==> config.mk <==
export PLATFORM = sky130hd
export DESIGN_NAME = rsh_fifo
export DESIGN_NICKNAME = d
export VERILOG_FILES = /design/src/rtl/rsh_pkg.sv /design/src/rtl/rsh_fifo.sv
export SDC_FILE = /design/constraint.sdc
export NUM_CORES = 1
export LEC_CHECK = 0
export ABC_CLOCK_PERIOD_IN_PS = 6000
export BUFFER_PORTS_ARGS = -buffer_cell sky130_fd_sc_hd__buf_2
export CELL_PAD_IN_SITES_DETAIL_PLACEMENT = 1
export CELL_PAD_IN_SITES_GLOBAL_PLACEMENT = 1
export CORE_MARGIN = 4
export CORE_UTILIZATION = 50
export DETAILED_ROUTE_END_ITERATION = 10
export PLACE_DENSITY = 0.85
export RECOVER_POWER = 25
export SETUP_SLACK_MARGIN = 0.15
export SYNTH_ARGS = -nofsm -noshare
export SYNTH_HDL_FRONTEND = slang
export SYNTH_SLANG_ARGS = --single-unit
export TNS_END_PERCENT = 5
==> constraint.sdc <==
create_clock -name clk_i -period 6 [get_ports clk_i]
set_input_delay 0.3 -clock clk_i [delete_from_list [all_inputs] [get_ports clk_i]]
set_output_delay 0.3 -clock clk_i [all_outputs]
set_load 0.02 [all_outputs]
==> src/rtl/rsh_pkg.sv <==
package rsh_pkg;

  // Line store depth, frame size limits and field widths
  localparam int MaxWidth  = 2048;
  localparam int ColW      = $clog2(MaxWidth);
  localparam int WidthW    = 12;
  localparam int MaxHeight = 4096;
  localparam int HeightW   = 13;
  localparam int RowW      = 13;
  localparam int GainW     = 13;
  localparam int ChanW     = 8;
  localparam int PixW      = 3 * ChanW;
  localparam int CfgIdxW   = 2;
  localparam int CfgDataW  = 13;

  // Output queue: one result entry is {last_pixel, blue, green, red}
  localparam int ResW      = PixW + 1;
  localparam int FifoDepth = 8;
  localparam int FifoPtrW  = $clog2(FifoDepth);
  localparam int FifoCntW  = $clog2(FifoDepth + 1);

  typedef logic [PixW-1:0]   pix_t;
  typedef logic [ChanW-1:0]  chan_t;

  typedef enum logic [CfgIdxW-1:0] {
    CfgWidth  = 2'd0,
    CfgHeight = 2'd1,
    CfgGain   = 2'd2
  } cfg_idx_e;

endpackage

==> src/rtl/rsh_fifo.sv <==
// Small result queue between the filter pipeline and the output channel.
module rsh_fifo (
  input  logic                            clk_i,
  input  logic                            rst_ni,
  input  logic                            push_i,
  input  logic [rsh_pkg::ResW-1:0]        data_i,
  input  logic                            pop_i,
  output logic                            valid_o,
  output logic [rsh_pkg::ResW-1:0]        data_o,
  output logic [rsh_pkg::FifoCntW-1:0]    count_o
);

  logic [rsh_pkg::ResW-1:0]     mem_q [rsh_pkg::FifoDepth];
  logic [rsh_pkg::FifoPtrW-1:0] wr_ptr_q, rd_ptr_q;
  logic [rsh_pkg::FifoCntW-1:0] count_q;

  always_ff @(posedge clk_i) begin
    if (push_i) mem_q[wr_ptr_q] <= data_i;
  end

  always_ff @(posedge clk_i or negedge rst_ni) begin
    if (!rst_ni) begin
      wr_ptr_q <= '0;
      rd_ptr_q <= '0;
      count_q  <= '0;
    end else begin
      if (push_i) wr_ptr_q <= wr_ptr_q + 1'b1;
      if (pop_i)  rd_ptr_q <= rd_ptr_q + 1'b1;
      case ({push_i, pop_i})
        2'b10:   count_q <= count_q + 1'b1;
        2'b01:   count_q <= count_q - 1'b1;
        default: count_q <= count_q;
      endcase
    end
  end

  assign valid_o = (count_q != '0);
  assign data_o  = mem_q[rd_ptr_q];
  assign count_o = count_q;

endmodule

After elaboration in Yosys (flattened, before gate mapping). Memory sizes are Yosys's and may differ from the RTL's. Cells that the tools add are included.

Output and inout port bits: 30. Input bits: 29. Register bits: 10. Memories: 1. Bits in writable memories: 200. Word-level logic and storage cells: 15.

Equality and inequality tests: 2. Muxes and demuxes: 3. Reductions and logical operators: 2. Add/subtract/negate cells: 4.

Memories: mem_q (words 8, bits a word 25, read ports 1, clocked after memory_dff 0, write ports 1, RTL line rsh_fifo.sv:13) `logic [rsh_pkg::ResW-1:0] mem_q [rsh_pkg::FifoDepth];`.

Operators with widths (number): $pmux W4 S2 (1); $add A3 B1 Y3 const B (2); $add A4 B1 Y4 const B (1); $reduce_bool A4 Y1 (1); $sub A4 B1 Y4 const B (1); $eq A2 B1 Y1 const B (1); $eq A2 B2 Y1 const B (1); $mux W1 (2); $reduce_bool A2 Y1 (1).

Logic depth before layout (Yosys ltp).
Depth in word-level cells: 2. Mapped depth: 8. Gate-level depth less buffers: 8.

Worst setup path after synthesis. Ideal clock, no wire load.

Path kind: reg-to-reg. Start point: register wr_ptr_q[0] (netlist bit). End point: memory mem_q[0][0] (netlist bit) (enable). Setup time: 0.438 ns. Stages on the path, launching flop included: 3. Arrival time: 2.326 ns. Path buffers: 0. Path slack: 3.236 ns. Required time: 5.562 ns. Period minus slack after synthesis: 2.764 ns. Cell sequence: dfrtp_1 > nand2b_1 > nor3_1.

RTL lines: start: declaration (RTL line rsh_fifo.sv:14) `logic [rsh_pkg::FifoPtrW-1:0] wr_ptr_q, rd_ptr_q;`; start signal: assignment (RTL line rsh_fifo.sv:27) `if (push_i) wr_ptr_q <= wr_ptr_q + 1'b1;`; end: declaration (RTL line rsh_fifo.sv:13).

Straight into the memory's write port.

Final worst setup path.
Start point: register rd_ptr_q[0] (netlist bit). End point: output data_o[18] (netlist bit).

Word-level cells in the longest chain between the ends: 1.

Ends and longest elaborated chain: start: declaration (RTL line rsh_fifo.sv:14); start signal: assignment (RTL line rsh_fifo.sv:28) `if (pop_i) rd_ptr_q <= rd_ptr_q + 1'b1;`; $mem_v2 Z8 W25; end: declaration (RTL line rsh_fifo.sv:9) `output logic [rsh_pkg::ResW-1:0] data_o,`.

No other way between the ends.

==> results.toml <==
[outcome]
result_of_the_run = "finished clean"

[clock_network]
numCtsBuffers = 21
clock_sink_count = 210
clk_path_buf_depth = 3
cts-htree-levels = 1
cts.hold.buffers_added = 1
cts_setup_buffers = 0
tritoncts = "done"
postCtsResizedCells = 0
clkLatencyLatePin_ps = 490
clock_transition_at_the_registers_of_the_reported_paths_ps = 60
root_buffer_master = "clkbuf_16"

[floorplanning]
die_x_um = 136.5
placeableCoreArea_um2 = 16060
pin_count = 59
die_area_um2 = 18630
floorplan.initialDensity = 0.5142
fp.dieH_um = 136.5
placement_rows = 46

[grt]
grt_use_met3 = 0.02574
first_global_vias = 4142
m2_gr_usage = 0.3300
groute.layer.met1.usage = 0.2296
globalRoute.busiestLayer = "met2"
grt_start_max_net_pins = 53
grt_overflow = 0
grt_pass1_wl_um = 25010
global_route.usage.total = 0.1822
grt_antenna_before_repair = 0

[timing]
maxSlewViolCount = 0
setup_tns_ps = 0
unrepaired_setup_endpoints_after_global_routing = "no"
final_min_period_over_clock_period = 0.5299
worst_slew_pin_tran_ps = 1122
finalHoldViolCount = 0
setup_viol = 0
final_period_minus_worst_setup_slack_ps = 3180
finalClockSkew_ps = 20.33
max-slew-margin-rel = 0.2520
max_freq_ghz = 0.3145

[critical_path]
timing_worst_setup_path_type = "reg -> out"
critPathMaxFanout = 38
critical_path.startpoint_type = "register"
critPathArrivalTime_ps = 2880
reg2reg_setup_slack_ps = 4010
worstSetupEndpointType = "output pin"
critical_path.top_delay_family = "multiplexers"
reg2reg_depth = 2
crit_path_buf_inv_count = 2
timing.rr.start = "wr_ptr_q[0]$_DFFE_PN0P_"
critical_path_s_largest_stage_delay_ps = 660
crit_path_cell_trace = "buf_4 > mux4_1 > mux2_2 > buf_2"
crit-reg2reg-capture = "mem_q[6][7]$_DFFE_PP_"
critPathRequiredTime_ps = 5700
critPathSlowestCell = "mux4_1"

[run]
number_of_maximum_capacitance_constraint_violations = 0

[detailed_routing]
drc_violations_left = 0
pre_repair_dr_iteration_count = 4
drt-total-wl_um = 16170
via_per_inst = 5.729
detailedRoute.firstIterationViolations = 230
num_vias = 3695
drt-wirelength-per-cell_um = 25.07
ant_nets = 0

[logic_synthesis]
yosys_warnings = 0
synth_cell_types = 23
avgSynthCellArea_um2 = 24.07
synth.yosys.seq_area_share = 0.7577
synth-seq-cells = 210
netlist_instances = 343
syn-num-nets = 377
netlist_area_um2 = 8257

[finish]
insertedDiodeCount = 0
most-common-layout-cells = "edfxtp_1, mux4_1, buf_2"
post_route_cells_drive_above_1_share = 0.2657
layout.core_utilization = 0.5929
final_cells = 645
final_common_cell = "edfxtp_1"
synthToLayoutAreaGrowth_pct = 15.31
finalNetCount = 448

[power_and_ir_drop]
static-leakage-power_uw = 0.003246
power.density_cell_area_nw_per_um2 = 499.4
peakVddDrop_mv = 0.3337

[hold_path]
hold_path_depth = 2
worst_hold_path.endpoint = "wr_ptr_q[0]$_DFFE_PN0P_"
timing.hold.worst.class = "in -> reg"
holdCritStartpoint = "push_i"

[placed_design]
port_buffer_cells = 58
gp_congestion = 0.7308
post-dp-hpwl_um = 9221
dpl.cell_count = 606
-- cell families after synthesis --
kind of cell | after synthesis | synth area share
adder cells (fa/ha/maj) | 5 | 0.007577
multiplexers | 78 | 0.1968
XOR/XNOR | 9 | 0.009547
flip-flops | 210 | 0.7577
AO/OA/AOI/OAI | 4 | 0.003031
buffers and inverters | 16 | 0.01288
AND/OR/NAND/NOR | 21 | 0.01243
-- area by class of cell --
class	count	area, um^2
Clock buffer	25	540.5
Clock inverter	13	190.2
Inverter	1	3.754
Tap cell	216	270.3
Sequential cell	210	6259
Fill cell	1306	6538
Timing Repair Buffer	63	307.8
Multi-Input combinational cell	117	1949
-- metal layers --
metal	routed length (um)	vias to the layer above
li1	-	1626
met1	6337	1923
met2	8676	111
met3	728	35
met4	430	0
met5	0	-
-- sequential cells by signal, summed over array words and instances (netlist names) --
name and flops:
count_o 4, rd_ptr_q 3, wr_ptr_q 3, mem_q 200
-- how the worst max path moves through the flow --
stage / start / end / slack [ps] / cells past startpoint
after floorplan: wr_ptr_q[0]$_DFFE_PN0P_ / mem_q[0][0]$_DFFE_PP_ / 3240 / 2
after global placement: rd_ptr_q[0]$_DFFE_PN0P_ / data_o[13] / 3350 / 4
after detailed placement: rd_ptr_q[0]$_DFFE_PN0P_ / data_o[18] / 3300 / 4
after CTS: rd_ptr_q[0]$_DFFE_PN0P_ / data_o[18] / 2780 / 4
after global routing: rd_ptr_q[0]$_DFFE_PN0P_ / data_o[18] / 2720 / 4
final: rd_ptr_q[0]$_DFFE_PN0P_ / data_o[18] / 2820 / 4
-- worst register-to-register path: cells and delay by family, from the launching register on --
family | cells | cell delay, ps
flops | 1 | 420
simple gates | 2 | 1160
-- synthesized netlist by cell type --
library cell	number	area share
edfxtp_1	200	0.73
mux4_1	49	0.16
mux2_2	28	0.038
dfrtp_1	10	0.030
clkbuf_1	7	0.0032
nor2_1	7	0.0032
buf_6	6	0.0082
xor2_1	6	0.0064
ha_1	5	0.0076
nand2_1	4	0.0018
nand2b_1	3	0.0023
nor2b_1	3	0.0023
xnor2_1	3	0.0032
a21oi_1	2	0.0012
nor3_1	2	0.0012
a31oi_1	1	0.00076
buf_1	1	0.00045
buf_2	1	0.00061
inv_1	1	0.00045
mux4_2	1	0.0027
o32ai_1	1	0.0011
or3_1	1	0.00076
or4_1	1	0.00091
-- where the power goes --
part           switching, uW  internal [uW]
Combinational            720            618
Sequential               184           1850
Clock                    519            859
-- per-stage QoR --
| step | worst slack, ps | power, uW | area (um^2) | hold slack, ps |
|---|---|---|---|---|
| finish | 2820 | 4754 | 9520 | 71.68 |
| global route | 2717 | 4978 | 9520 | 70.03 |
| CTS | 2782 | 4827 | 9543 | 54.68 |
| detailed placement | 3303 | 3431 | 8802 | 179.5 |
| global placement | 3348 | 3357 | 8802 | 179.1 |
| floorplan | 3236 | 2983 | 8257 | 4.409 |
Power figures use the tool's default switching activity.
