### config.mk
export PLATFORM = sky130hd
export DESIGN_NAME = rsh_chan
export DESIGN_NICKNAME = d
export VERILOG_FILES = /design/src/rtl/rsh_pkg.sv /design/src/rtl/rsh_chan.sv
export SDC_FILE = /design/constraint.sdc
export NUM_CORES = 1
export LEC_CHECK = 0
export ABC_AREA = 1
export BUFFER_PORTS_ARGS = -buffer_cell sky130_fd_sc_hd__buf_2
export CORE_AREA = 10 10 186 188
export CTS_BUF_LIST = sky130_fd_sc_hd__clkbuf_8
export DETAILED_ROUTE_END_ITERATION = 16
export DIE_AREA = 0 0 196 198
export GPL_ROUTABILITY_DRIVEN = 0
export PLACE_DENSITY_LB_ADDON = 0.08
export SLEW_MARGIN = 10
export SYNTH_ARGS = -nofsm -noshare
export SYNTH_HDL_FRONTEND = slang
export SYNTH_SLANG_ARGS = --single-unit
### constraint.sdc
create_clock -name clk_i -period 15.6 [get_ports clk_i]
set_clock_uncertainty 0.1 [all_clocks]
set_input_delay 3.12 -clock clk_i [delete_from_list [all_inputs] [get_ports clk_i]]
set_output_delay 3.12 -clock clk_i [all_outputs]
set_load 0.05 [all_outputs]
### src/rtl/rsh_pkg.sv
package rsh_pkg;

  // Line store depth, frame size limits and field widths
  localparam int MaxWidth  = 2048;
  localparam int ColW      = $clog2(MaxWidth);
  localparam int WidthW    = 12;
  localparam int MaxHeight = 4096;
  localparam int HeightW   = 13;
  localparam int RowW      = 13;
  localparam int GainW     = 13;
  localparam int ChanW     = 8;
  localparam int PixW      = 3 * ChanW;
  localparam int CfgIdxW   = 2;
  localparam int CfgDataW  = 13;

  // Output queue: one result entry is {last_pixel, blue, green, red}
  localparam int ResW      = PixW + 1;
  localparam int FifoDepth = 8;
  localparam int FifoPtrW  = $clog2(FifoDepth);
  localparam int FifoCntW  = $clog2(FifoDepth + 1);

  typedef logic [PixW-1:0]   pix_t;
  typedef logic [ChanW-1:0]  chan_t;

  typedef enum logic [CfgIdxW-1:0] {
    CfgWidth  = 2'd0,
    CfgHeight = 2'd1,
    CfgGain   = 2'd2
  } cfg_idx_e;

endpackage

### src/rtl/rsh_chan.sv
// One color channel: Laplacian, gain multiply, scale and clamp, each step registered.
module rsh_chan (
  input  logic                               clk_i,
  input  logic signed [rsh_pkg::GainW-1:0]   gain_i,
  input  logic [8:0][rsh_pkg::ChanW-1:0]     win_i,   // [col*3+row], centre at 4
  output logic [rsh_pkg::ChanW-1:0]          res_o
);

  logic [10:0]        nb_sum;
  logic [11:0]        c9;
  logic signed [12:0] lap_d, lap_q;
  logic [7:0]         c1_q, c2_q;
  logic signed [25:0] prod_d, prod_q;
  logic signed [26:0] acc;
  logic [7:0]         res_d, res_q;

  always_comb begin
    nb_sum = '0;
    for (int i = 0; i < 9; i++) begin
      if (i != 4) nb_sum = nb_sum + 11'(win_i[i]);
    end
    c9    = {1'b0, win_i[4], 3'b000} + {4'b0000, win_i[4]};
    lap_d = 13'({1'b0, c9}) - 13'({2'b00, nb_sum});
  end

  assign prod_d = lap_q * gain_i;

  // negative sums clamp to zero, so truncation toward zero is a plain shift
  always_comb begin
    acc = $signed({11'd0, c2_q, 8'd0}) + $signed({prod_q[25], prod_q});
    if (acc[26]) begin
      res_d = '0;
    end else if (acc[25:16] != '0) begin
      res_d = 8'hFF;
    end else begin
      res_d = acc[15:8];
    end
  end

  always_ff @(posedge clk_i) begin
    lap_q  <= lap_d;
    c1_q   <= win_i[4];
    prod_q <= prod_d;
    c2_q   <= c1_q;
    res_q  <= res_d;
  end

  assign res_o = res_q;

endmodule

Yosys cells after proc, flatten, opt, wreduce, memory -nomap -nowiden
Index checks and enable logic that the tools add are counted.
W data, S select, Z words.
- reduce and logical (&&, ||, !) cells: 1
- muxes and demuxes: 1
- $add $sub $neg: 10
- multipliers: 1
- operators with widths (operator ; number):
    $add A11 B8 Y11 ; 4
    $add A17 B26 Y27 ; 1
    $mul A13 B13 Y26 ; 1
    $sub A12 B11 Y13 ; 1
    $add A11 B8 Y12 ; 1
    $add A10 B8 Y11 ; 1
    $add A9 B8 Y10 ; 1
    $reduce_bool A10 Y1 ; 1
    $add A8 B8 Y9 ; 1
    $mux W8 ; 1
- bits in registers: 63
- word-level logic and storage cells: 18

Longest topological paths before layout
Gate-level depths: netlist (run 1).
- word-level depth: 8
- mapped depth: 26
- mapped depth without buffers: 25

Worst setup path before layout (run 1)
Ideal clock, no wire load.
- path kind: input to register
- start point: input port gain_i[1] (netlist name)
- end point: register prod_q[21]
- path buffers: 1
- library setup time: 0.112 ns
- setup slack: 7.797 ns
- arrival time: 7.591 ns
- stages on the path: 21
- cell sequence: clkbuf_1 > nand2_1 > inv_1 > fa_1 > inv_1 > fa_1 > inv_1 > fa_1 > fa_1 > fa_1 > fa_1 > ha_1 > inv_1 > o21ai_0 > a21oi_1 > o21ai_0 > inv_1 > nand2_1 > nand2_1 > nand3_1 > nand2_1
- longest elaborated chain between the ends: 1
- RTL lines (item ; RTL line ; RTL):
    from (decl) ; rsh_chan.sv:4 ; input logic signed [rsh_pkg::GainW-1:0] gain_i,
    $mul A13 B13 Y26 ; rsh_chan.sv:26 ; assign prod_d = lap_q * gain_i;
    net prod_d[21] ; rsh_chan.sv:13 ; logic signed [25:0] prod_d, prod_q;
    to (signal assigned) ; rsh_chan.sv:43 ; prod_q <= prod_d;
    to (decl) ; rsh_chan.sv:13 ;
The timed path passes the listed nets, and every way through them passes these cells.
A chain may end at the register's enable or synchronous reset.

Worst setup path after layout (run 1)
- start point: input port gain_i[4] (netlist name)
- end point: register prod_q[25]
Same word-level chain as after synthesis.

==> results of run 1 <==
synthesized netlist by cell type (2+ instances only):
cell type  count  area (µm²)
xor2_1        27         236
ha_1          93        1160
a21oi_1       41         205
o21bai_1       2        15.0
inv_2          5        18.8
clkbuf_1      27         101
nand2_1      276        1040
nor3_1         7        35.0
nand3_2        2        20.0
nor2_1        45         169
inv_1        373        1400
o21ai_0       17        85.1
a31oi_1        4        25.0
fa_1         224        4480
xnor2_1       18         158
dfxtp_1       55        1100
nor2_2         3        18.8
or2_2          3        18.8
a21o_1         3        22.5
nand2_2        7        43.8
nand3_1       33         165
o211ai_1       2        15.0
nor3_2         2        20.0
nand4_1       11        68.8
worst paths after layout:
check                     from            endpoint  slack [ns]  cells past startpoint
max                  gain_i[4]  prod_q[25]$_DFF_P_        7.53                     21
max reg2reg  lap_q[12]$_DFF_P_  prod_q[25]$_DFF_P_        9.88                     20
min            c1_q[6]$_DFF_P_     c2_q[6]$_DFF_P_        0.24                      0
min reg2reg    c1_q[6]$_DFF_P_     c2_q[6]$_DFF_P_        0.24                      0
logic make-up (layout without fill, tap and decap cells):
kind of cell / Yosys count / after routing
simple gates: 394 / 394
buf+inv: 405 / 480
fa+ha+maj: 317 / 317
flops: 55 / 55
compound gates: 73 / 73
xor+xnor: 45 / 45
cell type report:
type,count,area (µm²),share of cell area
Clock buffer,5,68.8,0.00589
Clock inverter,3,28.8,0.00246
Inverter,378,1420,0.121
Multi-Input combinational cell,829,8090,0.692
Sequential cell,55,1100,0.0943
Tap cell,402,503,0.0431
Timing Repair Buffer,94,473,0.0405
registers in the layout, indices dropped and copies added, names as in the netlist:
signal  count
c1_q        8
c2_q        8
lap_q      13
prod_q     18
res_o       8
per-stage QoR:
step | std cells | worst slack (ns) | utilization | hold WS, ns | area, µm²
floorplan | 1289 | 7.80 | - | 0.210 | 10700
global placement | 1758 | 7.15 | 0.373 | 0.212 | 11600
detailed placement | 1758 | 7.19 | 0.373 | 0.212 | 11600
CTS | 1766 | 7.54 | 0.376 | 0.239 | 11700
finish | 1766 | 7.53 | 0.376 | 0.238 | 11700
global route | 1766 | 7.25 | 0.376 | 0.251 | 11700
metal layers:
layer,share of wire,track usage
met5,0,0
met4,0.016,0.0249
met3,0.027,0.0167
met2,0.46,0.232
met1,0.50,0.196
==> run metrics, run 1 <==
initial antenna violation count 2; routed vias 7687; Synth Warn # 0; Max Freq 124 MHz; maximum fanout along the worst path 13; FFs w/ async S/R, synth 0; share of cells above drive strength 1 0.0931; Post-Synth Simple-Gate Area 0.153; number of synthesized flops with an enable pin 0; Synth Register Bits 55; Worst setup SP type primary input; CP Buf/Inv Count 6; # IOs 94; Post-DRT Antenna Nets 0; Data required, critical path roughly 16 ns; CTS HTree Levels 2; Max-Cap Viols 0; number of post-CTS setup repair buffers 0; grt ovf 0; CTS tree yes; final wirelength 26200 µm; Worst-Margin Slew 0.857 ns; port bufs 93; Crit. End Element flip-flop; Layout Nets around 1.8k; Rows 65; Final Hold Vio Count 0; vias per inst 4.35; commonest non-fill, non-tap cell in the layout inv_1; Synth Area in XOR/XNOR 0.0368; status finished, final reports clean; FILL cells 3312; Most used DFF post-synth dfxtp_1; multiplexer share of the synthesized area 0; Reg clk slew, reported paths between 0.1 and 0.15 ns; DP HPWL 23300 µm; Final TNS setup 0 ns; CTS Buf Count 5; Gate Count Post-Synth 1289; die area 38800 µm²; Worst-Skew Late Latency 0.32 ns; Hold Crit Class reg2reg; DRT iter0 DRCs 277; Cell Chain, Critical Path buf_2, nand2_1, fa_1, inv_1, fa_1, inv_1, fa_1, inv_1, fa_1, inv_1, fa_1, inv_1, ha_1, ha_1, a21oi_1, o21bai_1, a21oi_1, o21ai_0, a21oi_1, nand2_1, xor2_1; Top Family by Delay on Critical Path adder cells; post-synthesis compound-gate area fraction 0.0381; RSZ-0062 raised after global routing no; Final Setup Violations 0; Hold-fix buffers, CTS 0; Worst EP arrival 8.17 ns; minimum clock period 8.07 ns; WL per Instance approximately 15 µm; core box area 31100 µm²; first-pass GRT wire length 44200 µm; synth unique cells 33; Area Overhead vs Synth 9.08%; commonest cells after routing, fill and taps aside inv_1, nand2_1, fa_1, ha_1, buf_2; initial core utilization 0.345; die height 198 µm; GRT Overall Usage 0.141; syn_nets 1692; Slew Limit Fails 0; Seq/Total Area, Yosys 0.103; vias in the first global route roughly 8.5k; Clock Path Buffers 2; pin count of the biggest net entering global routing 21; post-synthesis adder-cell area fraction 0.527; Max stage delay on crit path 0.62 ns; syn avg cell area 8.31 µm²; largest family of logic cells by synthesized area adder cells; CP Class in2reg; Slew headroom 0.428; DRC Markers 0; mapped cell area 10700 µm²; root buffer selected by CTS clkbuf_8; CTS-repair resized insts 0; CP max stage cell fa_1; Sink Count 55; crit share post-route 0.517; Pre-antenna DRT Iters 7; antenna cells 0; Die Wd 196 µm
Power of run 1 is not shown: default switching activity piles up to over one toggle a cycle in this logic, so the estimate is an artifact.
==> run 2: changes to the inputs <==
- clock period: 15.6 -> 8 ns (I/O delays scaled with it)
==> run 2 against run 1 <==
  * Count of clock-buffer cells in the layout stayed put
  * Register-to-register slack worse by 7.6 ns
  * Sequential share of layout area hardly changed
  * Cell area hardly changed
  * First-iteration DRC count is 0.36% lower
  * Hold slack better by 0.0018 ns
  * Via count is 0.21% lower
  * Flip-flop and latch count stayed put
  * Setup slack worse by 6.1 ns
  * Highest routed layer unchanged
==> run metrics, run 2 (synthesis gave the netlist of run 1 again) <==
Sink Count 55 (unchanged); Crit. End Element flip-flop; Area Overhead vs Synth 9.12% (about the same); # IOs 94 (unchanged); status finished, final reports clean; share of cells above drive strength 1 0.0931 (unchanged); Die Wd 196 µm (unchanged); commonest cells after routing, fill and taps aside inv_1, nand2_1, fa_1, ha_1, buf_2; final wirelength 26200 µm (+0.18%); first-pass GRT wire length 44300 µm (+0.16%); Max-Cap Viols 0 (unchanged); Worst setup SP type primary input; minimum clock period 6.55 ns; Hold Crit Class reg2reg; Post-DRT Antenna Nets 0 (unchanged); die area 38800 µm² (unchanged); Worst-Skew Late Latency 0.32 ns (about the same); Max Freq 153 MHz; number of post-CTS setup repair buffers 0 (unchanged); Hold-fix buffers, CTS 0 (unchanged); root buffer selected by CTS clkbuf_8; vias per inst 4.34 (-0.21%); grt ovf 0 (unchanged); Rows 65 (unchanged); initial antenna violation count 2 (unchanged); CTS tree yes; Final Setup Violations 0 (unchanged); maximum fanout along the worst path 13 (unchanged); DRT iter0 DRCs 276 (-0.36%); Final TNS setup 0 ns (unchanged); pin count of the biggest net entering global routing 21 (unchanged); die height 198 µm (unchanged); crit share post-route 0.819; max reg flops 18 (unchanged); DRC Markers 0 (unchanged); Top Registers prod_q (18), lap_q (13); core box area 31100 µm² (unchanged); Worst-Margin Slew 0.807 ns (-0.0502 ns); WL per Instance 14.8 µm (+0.18%); Data required, critical path 8.11 ns (-7.59 ns); CTS Buf Count 5 (unchanged); routed vias 7671 (-0.21%); antenna cells 0 (unchanged); Layout Nets 1766 (unchanged); CTS HTree Levels 2 (unchanged); Worst EP arrival 6.66 ns (-1.51 ns); CP Class in2reg; Clock Path Buffers 2 (unchanged); port bufs 93 (unchanged); DP HPWL 23300 µm (+0.26%); commonest non-fill, non-tap cell in the layout inv_1; Slew Limit Fails 0 (unchanged); initial core utilization 0.345 (unchanged); Slew headroom 0.461 (+0.0335); GRT Overall Usage 0.141 (+0.000246); Pre-antenna DRT Iters 4 (-3); largest reg by FF count prod_q; CTS-repair resized insts 0 (unchanged); vias in the first global route 8453 (-0.97%); Reg clk slew, reported paths 0.12 ns (about the same); Final Hold Vio Count 0 (unchanged); RSZ-0062 raised after global routing no
run 2: cell count changes in the layout (fill, tap and decap cells not counted):
cell,change
clkinv_8,+1
inv_8,-1
run 2: final timing paths:
path	start	depth (start not counted)	slack (ns)	end
setup / recovery	gain_i[4]	21	1.45	prod_q[25]$_DFF_P_
hold / removal	c1_q[5]$_DFF_P_	0	0.24	c2_q[5]$_DFF_P_
setup reg to reg	lap_q[12]$_DFF_P_	20	2.29	prod_q[25]$_DFF_P_
hold reg to reg	c1_q[5]$_DFF_P_	0	0.24	c2_q[5]$_DFF_P_
run 2: metrics by stage:
step	worst slack, ns	instance area, µm²	util	instances	hold slack, ns
after detailed placement	1.10	11600	0.373	1758	0.212
after floorplan	1.72	10700	-	1289	0.210
after global placement	1.07	11600	0.373	1758	0.212
after CTS	1.44	11700	0.376	1766	0.242
final	1.45	11700	0.376	1766	0.239
after global routing	1.15	11700	0.376	1766	0.247
run 2: metal layers:
metal | GRT usage | share of wire
met1 | 0.198 | 0.49
met2 | 0.239 | 0.47
met3 | 0.0130 | 0.029
met4 | 0.0113 | 0.0052
met5 | 0 | 0
run 2: final cells by class:
type	instances	area [µm²]
clock inverters	3	33.8
clock buffers	5	68.8
fillers	3320	19400
multi-input cells	829	8090
repair buffers	94	473
flip-flops and latches	55	1100
well taps	402	503
inverters	378	1420
run 2: critical path, stage by stage:
cell and delay, ns:
buf_2 0.29, nand2_1 0.20, fa_1 0.58, inv_1 0.12, fa_1 0.62, inv_1 0.10
fa_1 0.49, inv_1 0.05, fa_1 0.47, inv_1 0.05, fa_1 0.47, inv_1 0.04
ha_1 0.27, ha_1 0.35, a21oi_1 0.24, o21bai_1 0.09, a21oi_1 0.16, o21ai_0 0.11
a21oi_1 0.12, nand2_1 0.07, xor2_1 0.15
Power of run 2 is left out for the same reason.
